`src/design/sda_pkg.sv`:
```
package sda_pkg;

  // Fixed field widths of the item and configuration beats
  localparam int COORD_W    = 16;
  localparam int DIST_W     = 32;
  localparam int ERR_SUM_W  = 48;
  localparam int CFG_IDX_W  = 2;
  localparam int CFG_DATA_W = 60;

  // One input beat: a point correspondence
  typedef struct packed {
    logic signed [COORD_W-1:0] x_col;
    logic signed [COORD_W-1:0] x_row;
    logic signed [COORD_W-1:0] y_col;
    logic signed [COORD_W-1:0] y_row;
    logic                      last_pair;
  } in_item_t;

  // One output beat: distance and running sum
  typedef struct packed {
    logic [DIST_W-1:0]    distance;
    logic [ERR_SUM_W-1:0] error_sum;
    logic                 sum_final;
    logic                 saturated;
  } out_item_t;

endpackage

```
`src/design/sampson_distance_accumulator_unit.sv`:
```
// Sampson distance accumulator.
// Input channel (in_valid_i / in_stall_o / in_data_i) takes one point
// correspondence per beat; output channel (out_valid_o / out_stall_i /
// out_data_o) returns one result beat per input beat, in order.
// Configuration channel (cfg_valid_i / cfg_ready_o) writes the three rows
// of the fundamental matrix; cfg_ready_o is always high. Write it only
// while no pair is in flight.
// Each pair runs through 17 products: 12 coordinate products, four
// squares of the lines and one square of the epipolar residual. A single
// shift-add multiplier works one multiplier bit per cycle over the serial
// operand's magnitude, and a restoring divider gives one quotient bit per
// cycle; when the quotient overflows, the divider stops after its first step.
// One pair is worked on at a time; the next pair is taken once the result
// has moved into the output register, even while that register still waits.
// A stalled receiver holds the result in the output register; a second
// finished result then waits in the core until the first beat is taken.
// Reset clears the matrix, the running sum and its clip flag, and empties
// the output register.
module sampson_distance_accumulator_unit
  import sda_pkg::*;
#(
  parameter int COORD_BITS     = 16,
  parameter int COEF_BITS      = 20,
  parameter int DIST_FRAC_BITS = 8,
  parameter int SUM_BITS       = 48
) (
  input  logic                  clk_i,
  input  logic                  rst_ni,
  input  logic                  in_valid_i,
  output logic                  in_stall_o,
  input  in_item_t              in_data_i,
  output logic                  out_valid_o,
  input  logic                  out_stall_i,
  output out_item_t             out_data_o,
  input  logic                  cfg_valid_i,
  output logic                  cfg_ready_o,
  input  logic [CFG_IDX_W-1:0]  cfg_index_i,
  input  logic [CFG_DATA_W-1:0] cfg_data_i
);

  localparam int C         = COEF_BITS;
  localparam int K         = COORD_BITS;
  localparam int L_W       = C + K + 1;
  localparam int S_W       = C + 2 * K + 2;
  localparam int ACC_W     = 2 * S_W;
  localparam int B_W       = S_W - 1;
  localparam int SQ_W      = 2 * S_W - 2;
  localparam int NUM_W     = SQ_W + DIST_FRAC_BITS;
  localparam int DEN_W     = 2 * C + 2 * K + 2;
  localparam int DIV_W     = (NUM_W > DEN_W + DIST_W) ? NUM_W : DEN_W + DIST_W;
  localparam int ROW_W     = 3 * C;
  localparam int CFG_EXT_W = (CFG_DATA_W > ROW_W) ? CFG_DATA_W : ROW_W;
  localparam int IN_EXT_W  = (COORD_W > K) ? COORD_W : K;
  localparam int SUM_EXT_W = (ERR_SUM_W > SUM_BITS) ? ERR_SUM_W : SUM_BITS;
  localparam int DIV_CNT_W = $clog2(DIST_W + 1);

  localparam logic [DIV_CNT_W-1:0] DIV_FIRST = DIV_CNT_W'(DIST_W);

  // Register indexes
  localparam logic [CFG_IDX_W-1:0] CFG_F_ROW0 = 2'd0;
  localparam logic [CFG_IDX_W-1:0] CFG_F_ROW1 = 2'd1;
  localparam logic [CFG_IDX_W-1:0] CFG_F_ROW2 = 2'd2;

  // Product steps of the sequencer
  typedef logic [4:0] term_t;
  localparam term_t T_L0_P0 = 5'd0;
  localparam term_t T_L0_P1 = 5'd1;
  localparam term_t T_L1_P0 = 5'd2;
  localparam term_t T_L1_P1 = 5'd3;
  localparam term_t T_L2_P0 = 5'd4;
  localparam term_t T_L2_P1 = 5'd5;
  localparam term_t T_M0_Q0 = 5'd6;
  localparam term_t T_M0_Q1 = 5'd7;
  localparam term_t T_M1_Q0 = 5'd8;
  localparam term_t T_M1_Q1 = 5'd9;
  localparam term_t T_S_Q0  = 5'd10;
  localparam term_t T_S_Q1  = 5'd11;
  localparam term_t T_D_L0  = 5'd12;
  localparam term_t T_D_L1  = 5'd13;
  localparam term_t T_D_M0  = 5'd14;
  localparam term_t T_D_M1  = 5'd15;
  localparam term_t T_N_S   = 5'd16;

  typedef enum logic [5:0] {
    ST_IDLE     = 6'b000001,
    ST_LOAD     = 6'b000010,
    ST_MUL      = 6'b000100,
    ST_DIV_INIT = 6'b001000,
    ST_DIV      = 6'b010000,
    ST_FINISH   = 6'b100000
  } state_e;

  // Control state
  state_e               state_q, state_d;
  term_t                term_q, term_d;
  logic                 out_valid_q, out_valid_d;
  logic [SUM_BITS-1:0]  sum_q, sum_d;
  logic                 sum_clipped_q, sum_clipped_d;
  logic [ROW_W-1:0]     f_row_q [3];
  logic [ROW_W-1:0]     f_row_d [3];
  logic [DIV_CNT_W-1:0] cnt_q, cnt_d;

  // Datapath registers
  logic signed [K-1:0]     p0_q, p0_d, p1_q, p1_d, q0_q, q0_d, q1_q, q1_d;
  logic                    last_q, last_d;
  logic [ACC_W-1:0]        acc_q, acc_d;
  logic [ACC_W-1:0]        a_q, a_d;
  logic [B_W-1:0]          b_q, b_d;
  logic signed [L_W-1:0]   l0_q, l0_d, l1_q, l1_d, l2_q, l2_d, m0_q, m0_d, m1_q, m1_d;
  logic signed [S_W-1:0]   s_q, s_d;
  logic [DEN_W-1:0]        den_q, den_d;
  logic [DIV_W-1:0]        rem_q, rem_d, dvs_q, dvs_d;
  logic [DIST_W-1:0]       quo_q, quo_d;
  logic                    dist_sat_q, dist_sat_d;
  out_item_t               out_data_q, out_data_d;

  // Combinational helpers
  logic signed [C-1:0]     coef [3][3];
  logic [CFG_EXT_W-1:0]    cfg_ext;
  logic [IN_EXT_W-1:0]     xc_ext, xr_ext, yc_ext, yr_ext;
  logic signed [ACC_W-1:0] a_raw, bias;
  logic signed [S_W-1:0]   b_raw;
  logic                    first_term, b_neg;
  logic [S_W-1:0]          b_twos;
  logic [ACC_W-1:0]        a_eff;
  logic [DEN_W-1:0]        den_eff;
  logic                    div_ge;
  logic [SUM_BITS:0]       sum_ext;
  logic                    sum_ovf, clip_new;
  logic [SUM_BITS-1:0]     sum_new;
  logic [SUM_EXT_W-1:0]    sum_out;
  logic                    out_free;

  // Unpack matrix coefficients
  always_comb begin
    for (int r = 0; r < 3; r++) begin
      for (int c = 0; c < 3; c++) begin
        coef[r][c] = f_row_q[r][c*C +: C];
      end
    end
  end

  assign cfg_ext = CFG_EXT_W'(cfg_data_i);
  assign xc_ext  = IN_EXT_W'($unsigned(in_data_i.x_col));
  assign xr_ext  = IN_EXT_W'($unsigned(in_data_i.x_row));
  assign yc_ext  = IN_EXT_W'($unsigned(in_data_i.y_col));
  assign yr_ext  = IN_EXT_W'($unsigned(in_data_i.y_row));

  // Select multiplicand and serial operand of the current product
  always_comb begin
    a_raw = '0;
    b_raw = '0;
    unique case (term_q)
      T_L0_P0: begin a_raw = ACC_W'(coef[0][0]); b_raw = S_W'(p0_q); end
      T_L0_P1: begin a_raw = ACC_W'(coef[0][1]); b_raw = S_W'(p1_q); end
      T_L1_P0: begin a_raw = ACC_W'(coef[1][0]); b_raw = S_W'(p0_q); end
      T_L1_P1: begin a_raw = ACC_W'(coef[1][1]); b_raw = S_W'(p1_q); end
      T_L2_P0: begin a_raw = ACC_W'(coef[2][0]); b_raw = S_W'(p0_q); end
      T_L2_P1: begin a_raw = ACC_W'(coef[2][1]); b_raw = S_W'(p1_q); end
      T_M0_Q0: begin a_raw = ACC_W'(coef[0][0]); b_raw = S_W'(q0_q); end
      T_M0_Q1: begin a_raw = ACC_W'(coef[1][0]); b_raw = S_W'(q1_q); end
      T_M1_Q0: begin a_raw = ACC_W'(coef[0][1]); b_raw = S_W'(q0_q); end
      T_M1_Q1: begin a_raw = ACC_W'(coef[1][1]); b_raw = S_W'(q1_q); end
      T_S_Q0:  begin a_raw = ACC_W'(l0_q);       b_raw = S_W'(q0_q); end
      T_S_Q1:  begin a_raw = ACC_W'(l1_q);       b_raw = S_W'(q1_q); end
      T_D_L0:  begin a_raw = ACC_W'(l0_q);       b_raw = S_W'(l0_q); end
      T_D_L1:  begin a_raw = ACC_W'(l1_q);       b_raw = S_W'(l1_q); end
      T_D_M0:  begin a_raw = ACC_W'(m0_q);       b_raw = S_W'(m0_q); end
      T_D_M1:  begin a_raw = ACC_W'(m1_q);       b_raw = S_W'(m1_q); end
      T_N_S:   begin a_raw = ACC_W'(s_q);        b_raw = S_W'(s_q);  end
      default: ;
    endcase
  end

  // Seed the accumulator at the first product of each sum
  always_comb begin
    first_term = 1'b0;
    bias       = '0;
    unique case (term_q)
      T_L0_P0: begin first_term = 1'b1; bias = ACC_W'(coef[0][2]); end
      T_L1_P0: begin first_term = 1'b1; bias = ACC_W'(coef[1][2]); end
      T_L2_P0: begin first_term = 1'b1; bias = ACC_W'(coef[2][2]); end
      T_M0_Q0: begin first_term = 1'b1; bias = ACC_W'(coef[2][0]); end
      T_M1_Q0: begin first_term = 1'b1; bias = ACC_W'(coef[2][1]); end
      T_S_Q0:  begin first_term = 1'b1; bias = ACC_W'(l2_q);       end
      T_D_L0:  first_term = 1'b1;
      T_N_S:   first_term = 1'b1;
      default: ;
    endcase
  end

  // Run the serial operand as a magnitude; move its sign onto the multiplicand
  assign b_neg   = b_raw[S_W-1];
  assign b_twos  = b_neg ? (~b_raw + S_W'(1)) : b_raw;
  assign a_eff   = b_neg ? (~a_raw + ACC_W'(1)) : a_raw;

  assign den_eff = (den_q == '0) ? DEN_W'(1) : den_q;
  assign div_ge  = (rem_q >= dvs_q);

  // Saturating running sum
  assign sum_ext  = {1'b0, sum_q} + (SUM_BITS + 1)'(quo_q);
  assign sum_ovf  = sum_ext[SUM_BITS];
  assign sum_new  = sum_ovf ? '1 : sum_ext[SUM_BITS-1:0];
  assign clip_new = sum_clipped_q | sum_ovf;
  assign sum_out  = SUM_EXT_W'(sum_new);

  assign out_free = !out_valid_q || !out_stall_i;

  // Next-state logic
  always_comb begin
    state_d       = state_q;
    term_d        = term_q;
    sum_d         = sum_q;
    sum_clipped_d = sum_clipped_q;
    cnt_d         = cnt_q;
    f_row_d       = f_row_q;
    p0_d          = p0_q;
    p1_d          = p1_q;
    q0_d          = q0_q;
    q1_d          = q1_q;
    last_d        = last_q;
    acc_d         = acc_q;
    a_d           = a_q;
    b_d           = b_q;
    l0_d          = l0_q;
    l1_d          = l1_q;
    l2_d          = l2_q;
    m0_d          = m0_q;
    m1_d          = m1_q;
    s_d           = s_q;
    den_d         = den_q;
    rem_d         = rem_q;
    dvs_d         = dvs_q;
    quo_d         = quo_q;
    dist_sat_d    = dist_sat_q;
    out_data_d    = out_data_q;

    // Drop the output beat once taken
    out_valid_d = out_valid_q && out_stall_i;

    // Take register writes; unknown indexes are ignored
    if (cfg_valid_i) begin
      unique case (cfg_index_i)
        CFG_F_ROW0: f_row_d[0] = cfg_ext[ROW_W-1:0];
        CFG_F_ROW1: f_row_d[1] = cfg_ext[ROW_W-1:0];
        CFG_F_ROW2: f_row_d[2] = cfg_ext[ROW_W-1:0];
        default: ;
      endcase
    end

    unique case (state_q)
      ST_IDLE: begin
        // Capture a new pair
        if (in_valid_i) begin
          p0_d    = xc_ext[K-1:0];
          p1_d    = xr_ext[K-1:0];
          q0_d    = yc_ext[K-1:0];
          q1_d    = yr_ext[K-1:0];
          last_d  = in_data_i.last_pair;
          term_d  = T_L0_P0;
          state_d = ST_LOAD;
        end
      end
      ST_LOAD: begin
        // Bank the sum finished by the previous product
        unique case (term_q)
          T_L1_P0: l0_d  = acc_q[L_W-1:0];
          T_L2_P0: l1_d  = acc_q[L_W-1:0];
          T_M0_Q0: l2_d  = acc_q[L_W-1:0];
          T_M1_Q0: m0_d  = acc_q[L_W-1:0];
          T_S_Q0:  m1_d  = acc_q[L_W-1:0];
          T_D_L0:  s_d   = acc_q[S_W-1:0];
          T_N_S:   den_d = acc_q[DEN_W-1:0];
          default: ;
        endcase
        a_d = a_eff;
        b_d = b_twos[B_W-1:0];
        if (first_term) begin
          acc_d = bias;
        end
        state_d = ST_MUL;
      end
      ST_MUL: begin
        // Add one shifted multiplicand per operand bit
        if (b_q[0]) begin
          acc_d = acc_q + a_q;
        end
        a_d = a_q << 1;
        b_d = b_q >> 1;
        if (b_q[B_W-1:1] == '0) begin
          if (term_q == T_N_S) begin
            state_d = ST_DIV_INIT;
          end else begin
            term_d  = term_q + term_t'(1);
            state_d = ST_LOAD;
          end
        end
      end
      ST_DIV_INIT: begin
        rem_d      = DIV_W'(acc_q[SQ_W-1:0]) << DIST_FRAC_BITS;
        dvs_d      = DIV_W'(den_eff) << DIST_W;
        quo_d      = '0;
        dist_sat_d = 1'b0;
        cnt_d      = DIV_FIRST;
        state_d    = ST_DIV;
      end
      ST_DIV: begin
        // First step checks the quotient range, then one bit per cycle
        dvs_d = dvs_q >> 1;
        cnt_d = cnt_q - DIV_CNT_W'(1);
        if (cnt_q == DIV_FIRST) begin
          if (div_ge) begin
            dist_sat_d = 1'b1;
            quo_d      = '1;
            state_d    = ST_FINISH;
          end
        end else begin
          if (div_ge) begin
            rem_d = rem_q - dvs_q;
          end
          quo_d = {quo_q[DIST_W-2:0], div_ge};
          if (cnt_q == '0) begin
            state_d = ST_FINISH;
          end
        end
      end
      ST_FINISH: begin
        // Hand the result to the output register when it has room
        if (out_free) begin
          out_data_d.distance  = quo_q;
          out_data_d.error_sum = sum_out[ERR_SUM_W-1:0];
          out_data_d.sum_final = last_q;
          out_data_d.saturated = dist_sat_q | clip_new;
          out_valid_d          = 1'b1;
          sum_d                = last_q ? '0 : sum_new;
          sum_clipped_d        = last_q ? 1'b0 : clip_new;
          state_d              = ST_IDLE;
        end
      end
      default: state_d = ST_IDLE;
    endcase
  end

  // Control registers
  always_ff @(posedge clk_i or negedge rst_ni) begin
    if (!rst_ni) begin
      state_q       <= ST_IDLE;
      term_q        <= T_L0_P0;
      out_valid_q   <= 1'b0;
      sum_q         <= '0;
      sum_clipped_q <= 1'b0;
      cnt_q         <= '0;
      for (int r = 0; r < 3; r++) begin
        f_row_q[r] <= '0;
      end
    end else begin
      state_q       <= state_d;
      term_q        <= term_d;
      out_valid_q   <= out_valid_d;
      sum_q         <= sum_d;
      sum_clipped_q <= sum_clipped_d;
      cnt_q         <= cnt_d;
      f_row_q       <= f_row_d;
    end
  end

  // Datapath registers
  always_ff @(posedge clk_i) begin
    p0_q       <= p0_d;
    p1_q       <= p1_d;
    q0_q       <= q0_d;
    q1_q       <= q1_d;
    last_q     <= last_d;
    acc_q      <= acc_d;
    a_q        <= a_d;
    b_q        <= b_d;
    l0_q       <= l0_d;
    l1_q       <= l1_d;
    l2_q       <= l2_d;
    m0_q       <= m0_d;
    m1_q       <= m1_d;
    s_q        <= s_d;
    den_q      <= den_d;
    rem_q      <= rem_d;
    dvs_q      <= dvs_d;
    quo_q      <= quo_d;
    dist_sat_q <= dist_sat_d;
    out_data_q <= out_data_d;
  end

  assign in_stall_o  = (state_q != ST_IDLE);
  assign out_valid_o = out_valid_q;
  assign out_data_o  = out_data_q;
  assign cfg_ready_o = 1'b1;

  // Remainder stays below twice the current divisor during quotient steps
  a_rem_bound: assert property (@(posedge clk_i) disable iff (!rst_ni)
    (state_q == ST_DIV && cnt_q != DIV_FIRST) |-> ({1'b0, rem_q} < {dvs_q, 1'b0}))
    else $error("divider remainder out of range");

  // A finished result waits while the output register is full and stalled
  a_finish_hold: assert property (@(posedge clk_i) disable iff (!rst_ni)
    (state_q == ST_FINISH && out_valid_q && out_stall_i) |=> (state_q == ST_FINISH))
    else $error("result overwrote a pending output beat");

  // A clipped sum sits at its ceiling
  a_clip_ceiling: assert property (@(posedge clk_i) disable iff (!rst_ni)
    sum_clipped_q |-> (sum_q == '1))
    else $error("clip flag set with sum below ceiling");

  // The sequencer never runs past the last product
  a_term_bound: assert property (@(posedge clk_i) disable iff (!rst_ni)
    (state_q == ST_LOAD || state_q == ST_MUL) |-> (term_q <= T_N_S))
    else $error("product step out of range");

endmodule

```
`config.mk`:
```
export PLATFORM = sky130hd
export DESIGN_NAME = sampson_distance_accumulator_unit
export DESIGN_NICKNAME = d
export VERILOG_FILES = /design/src/design/sda_pkg.sv /design/src/design/sampson_distance_accumulator_unit.sv
export SDC_FILE = /design/constraint.sdc
export NUM_CORES = 2
export LEC_CHECK = 0
export BUFFER_PORTS_ARGS = -buffer_cell sky130_fd_sc_hd__buf_2
export CORE_ASPECT_RATIO = 1.1
export CORE_MARGIN = 2
export CORE_UTILIZATION = 30
export CTS_CLUSTER_DIAMETER = 120
export CTS_CLUSTER_SIZE = 24
export DETAILED_ROUTE_END_ITERATION = 10
export SLEW_MARGIN = 20
export SYNTH_ARGS = -nofsm -noshare
export SYNTH_HDL_FRONTEND = slang
export SYNTH_SLANG_ARGS = --single-unit
```
`constraint.sdc`:
```
create_clock -name clk_i -period 12.4 [get_ports clk_i]
set_clock_uncertainty 0.2 [all_clocks]
set_input_delay 1.86 -clock clk_i [delete_from_list [all_inputs] [get_ports clk_i]]
set_output_delay 1.86 -clock clk_i [all_outputs]
set_load 0.005 [all_outputs]
```
==> run metrics <==
leak pwr between 20 and 30 nW; die height 497 um; most repeated cell in the gate-level netlist after synthesis edfxtp_1; power density over the cells 195 mW/mm^2; max-slew headroom at the worst pin between 20% and 30%; buffer cell driving the clock tree root clkbuf_16; required arrival time at the worst endpoint 12690 ps; global-route total usage across every layer roughly 18%; Max Cap Viol 0; fraction of final layout cells with drive strength greater than 1 10.4%; net count after synthesis 6526; area leader, netlist edfxtp_1; Hold Path Class reg -> reg; Crit. End Element register; unrepaired setup endpoints after global routing no; pin slew with the least headroom to its limit between 1000 and 1500 ps; sinks on the clock net between 1000 and 1500; leading post-synthesis cells by cell area edfxtp_1 44%, dfrtp_1 9.3%, ha_1 4.8%; DIE WIDTH 452 um; pin count of the biggest net entering global routing 261; final setup violation count 0; source-to-sink clock delay at the later pin of the worst-skew pair 780 ps; run status complete, no violations; clock tree from TritonCTS built; die footprint between 0.2 and 0.25 mm^2; Worst Path Max Fanout 38; yosys synthesis warning count 0; PortBufs 215; drt first pass iters 7; highest clock frequency the design can meet 0.153 GHz; core outline area roughly 0.22 mm^2; Routed Wire Length 206 mm; highest ir drop seen on vdd 140 uV; total clock buffers created by CTS 59; number of synthesized flops with an enable pin 978; final hold violation count 0; DR WL/cell 22.6 um; maximum number of buffers from clock root to sink 3; CTS H-Tree Depth 2; most used standard cells in the synthesized netlist 978 x edfxtp_1, 647 x nand2_1, 526 x o21ai_0; Layout area overhead 9.10%; number of nets in the finished design 6533; ratio of final minimum period to clock period a little over half; WP data arrival 6840 ps; antenna violation net count after detailed routing 0; initial antenna violation count 3; Detailed Route Iter0 Violations ~5500; setup_tns 0 ps; post-CTS repair timing setup buffer count 0; vias per inst about 5.5; Seq cells post-synth about 1200; first-pass GRT wire length 305 mm; number of buffers inserted for hold repair after clock tree synthesis 0; Syn Area/Cell roughly 11 um^2; GPL Wtd Cong 0.893; DRC 0; number of distinct library cell variants in the gate-level netlist after synthesis 97; final-report max-slew violation count 0; total power roughly 14 mW; min Tclk post-route 6550 ps; number of global-route vias before repair between 40000 and 50000; fraction of synthesis flops using an asynchronous set or reset pin 20.2%; Ports 217; netlist area before placement 0.0662 mm^2; count of cells resized by post-cts repair 0; leading register cell type out of synthesis edfxtp_1; placement row count 180; total global routing overflow 0; clock-pin slew of the registers on the worst-case setup and hold paths between 100 and 150 ps; Setup Crit Path Kind reg -> reg; HPWL after DPL 147 mm; share of the synthesized area in the top cell type between 40% and 50%; fraction of the yosys area taken by sequential cells 53.7%; Critical Path Start Type register; detailed-route via count around 50000; Initial Util a little under a third; synthesized instance count 6139
cell usage in the layout, fill, tap and decap left out, types with 18 or more instances in the layout:
cell / synthesis / routed
buf_4: 5 / 70
nor3_1: 93 / 91
a221oi_1: 21 / 21
or2_2: 19 / 19
o21a_1: 71 / 71
buf_2: 30 / 214
nand2_1: 647 / 645
dfrtp_1: 246 / 246
and3_1: 54 / 54
mux2_2: 184 / 184
nand2b_1: 28 / 27
xor2_1: 148 / 148
a22o_1: 50 / 50
a21o_1: 152 / 152
a22oi_1: 86 / 85
nor2b_1: 42 / 37
a211oi_1: 47 / 46
a221o_1: 55 / 55
o21bai_1: 61 / 61
o21ai_0: 526 / 525
o31ai_1: 28 / 28
clkbuf_16: 0 / 59
nand4_1: 114 / 114
nor4_1: 58 / 56
nor3b_1: 31 / 27
ha_1: 252 / 252
o22ai_1: 27 / 27
and4_1: 18 / 18
and2_1: 76 / 76
a222oi_1: 31 / 31
xnor2_1: 178 / 178
nor2_1: 389 / 381
inv_1: 188 / 186
a31oi_1: 50 / 50
edfxtp_1: 978 / 978
o211ai_1: 36 / 36
nand3_1: 113 / 112
or3_1: 25 / 25
a21oi_1: 442 / 441
clkbuf_1: 280 / 44
cell type report:
class,instances,area (um^2)
antenna,2,5.00
tap,2912,3640
clock buffer,103,1640
fill,22000,147000
multi-input combinational,4381,28800
inverter,189,714
clock inverter,9,164
timing repair buffer,290,1700
sequential,1225,35600
power breakdown:
part / total, mW / switching [mW] / internal, mW
Combinational: 5.52 / 3.51 / 2.01
Clock: 2.35 / 1.42 / 0.932
Sequential: 6.21 / 0.722 / 5.49
critical path, stage by stage, from the launching register on:
cell	delay, ps
dfrtp_1	1030
clkinv_1	470
ha_1	330
buf_4	280
and2_1	210
a221oi_1	320
nand3_1	220
a2111oi_0	790
ha_1	340
nand4_1	180
or2_1	410
or4b_1	720
nor4_4	370
a21oi_1	130
xor2_1	180
o21ai_1	80
cells by family (layout without fill, tap and decap cells):
kind of cell               after synthesis  count (layout)  share of synthesized area [%]
DFF                                   1225            1225                           53.7
and+or+nand+nor                       1764            1764                           12.7
AOI/OAI and AO/OA                     1837            1837                           17.9
other                                    1               3                        0.00566
buffers and inverters                  533             591                           3.16
adders and majority gates              255             255                           4.85
muxes                                  198             198                           3.34
xor gates and xnor gates               326             326                           4.31
flip-flops by register name, summed over array words and instances, names as in the netlist, 16 cells and up:
signal      cells
quo_q          32
b_q            53
dvs_q         106
sum_q          48
a_q           106
m1_q           37
l1_q           37
s_q            54
acc_q         106
rem_q         114
m0_q           37
q1_q           16
den_q          74
p0_q           16
out_data_o     82
p1_q           16
l2_q           37
q0_q           16
coef          180
l0_q           37
layer usage:
metal	vias to the layer above	routed length (um)	global-route usage [%]
li1	23000	-	-
met1	24900	86900	23.2
met2	1864	97200	29.4
met3	323	13700	2.42
met4	0	7960	6.34
met5	-	0	0
path summary, 6_finish.rpt:
| path | startpoint | end | cells after the start | slack, ps |
|---|---|---|---|---|
| worst min register to register | quo_q[31] | out_data_o[81] | 0 | 270 |
| min in group asynchronous | rst_ni | coef[159] | 1 | 890 |
| max in group asynchronous | rst_ni | coef[179] | 2 | 9650 |
| worst min-delay path | quo_q[31] | out_data_o[81] | 0 | 270 |
| worst max register to register | term_q[4] | b_q[50] | 15 | 5850 |
| worst max-delay path | term_q[4] | b_q[50] | 15 | 5850 |
per-stage QoR:
| step | utilization (%) | cell area [um^2] | setup WS (ps) | cells | hold WS (ps) |
|---|---|---|---|---|---|
| global route | 33.0 | 72300 | 5430 | 9110 | 291 |
| detailed placement | 32.1 | 70400 | 5990 | 8997 | 253 |
| floorplan | - | 66200 | 1920 | 6139 | 231 |
| global placement | 32.1 | 70400 | 6250 | 8995 | 249 |
| finish | 33.0 | 72300 | 5850 | 9111 | 274 |
| CTS | 33.0 | 72300 | 5980 | 9109 | 277 |
Power figures use the tool's default switching activity.
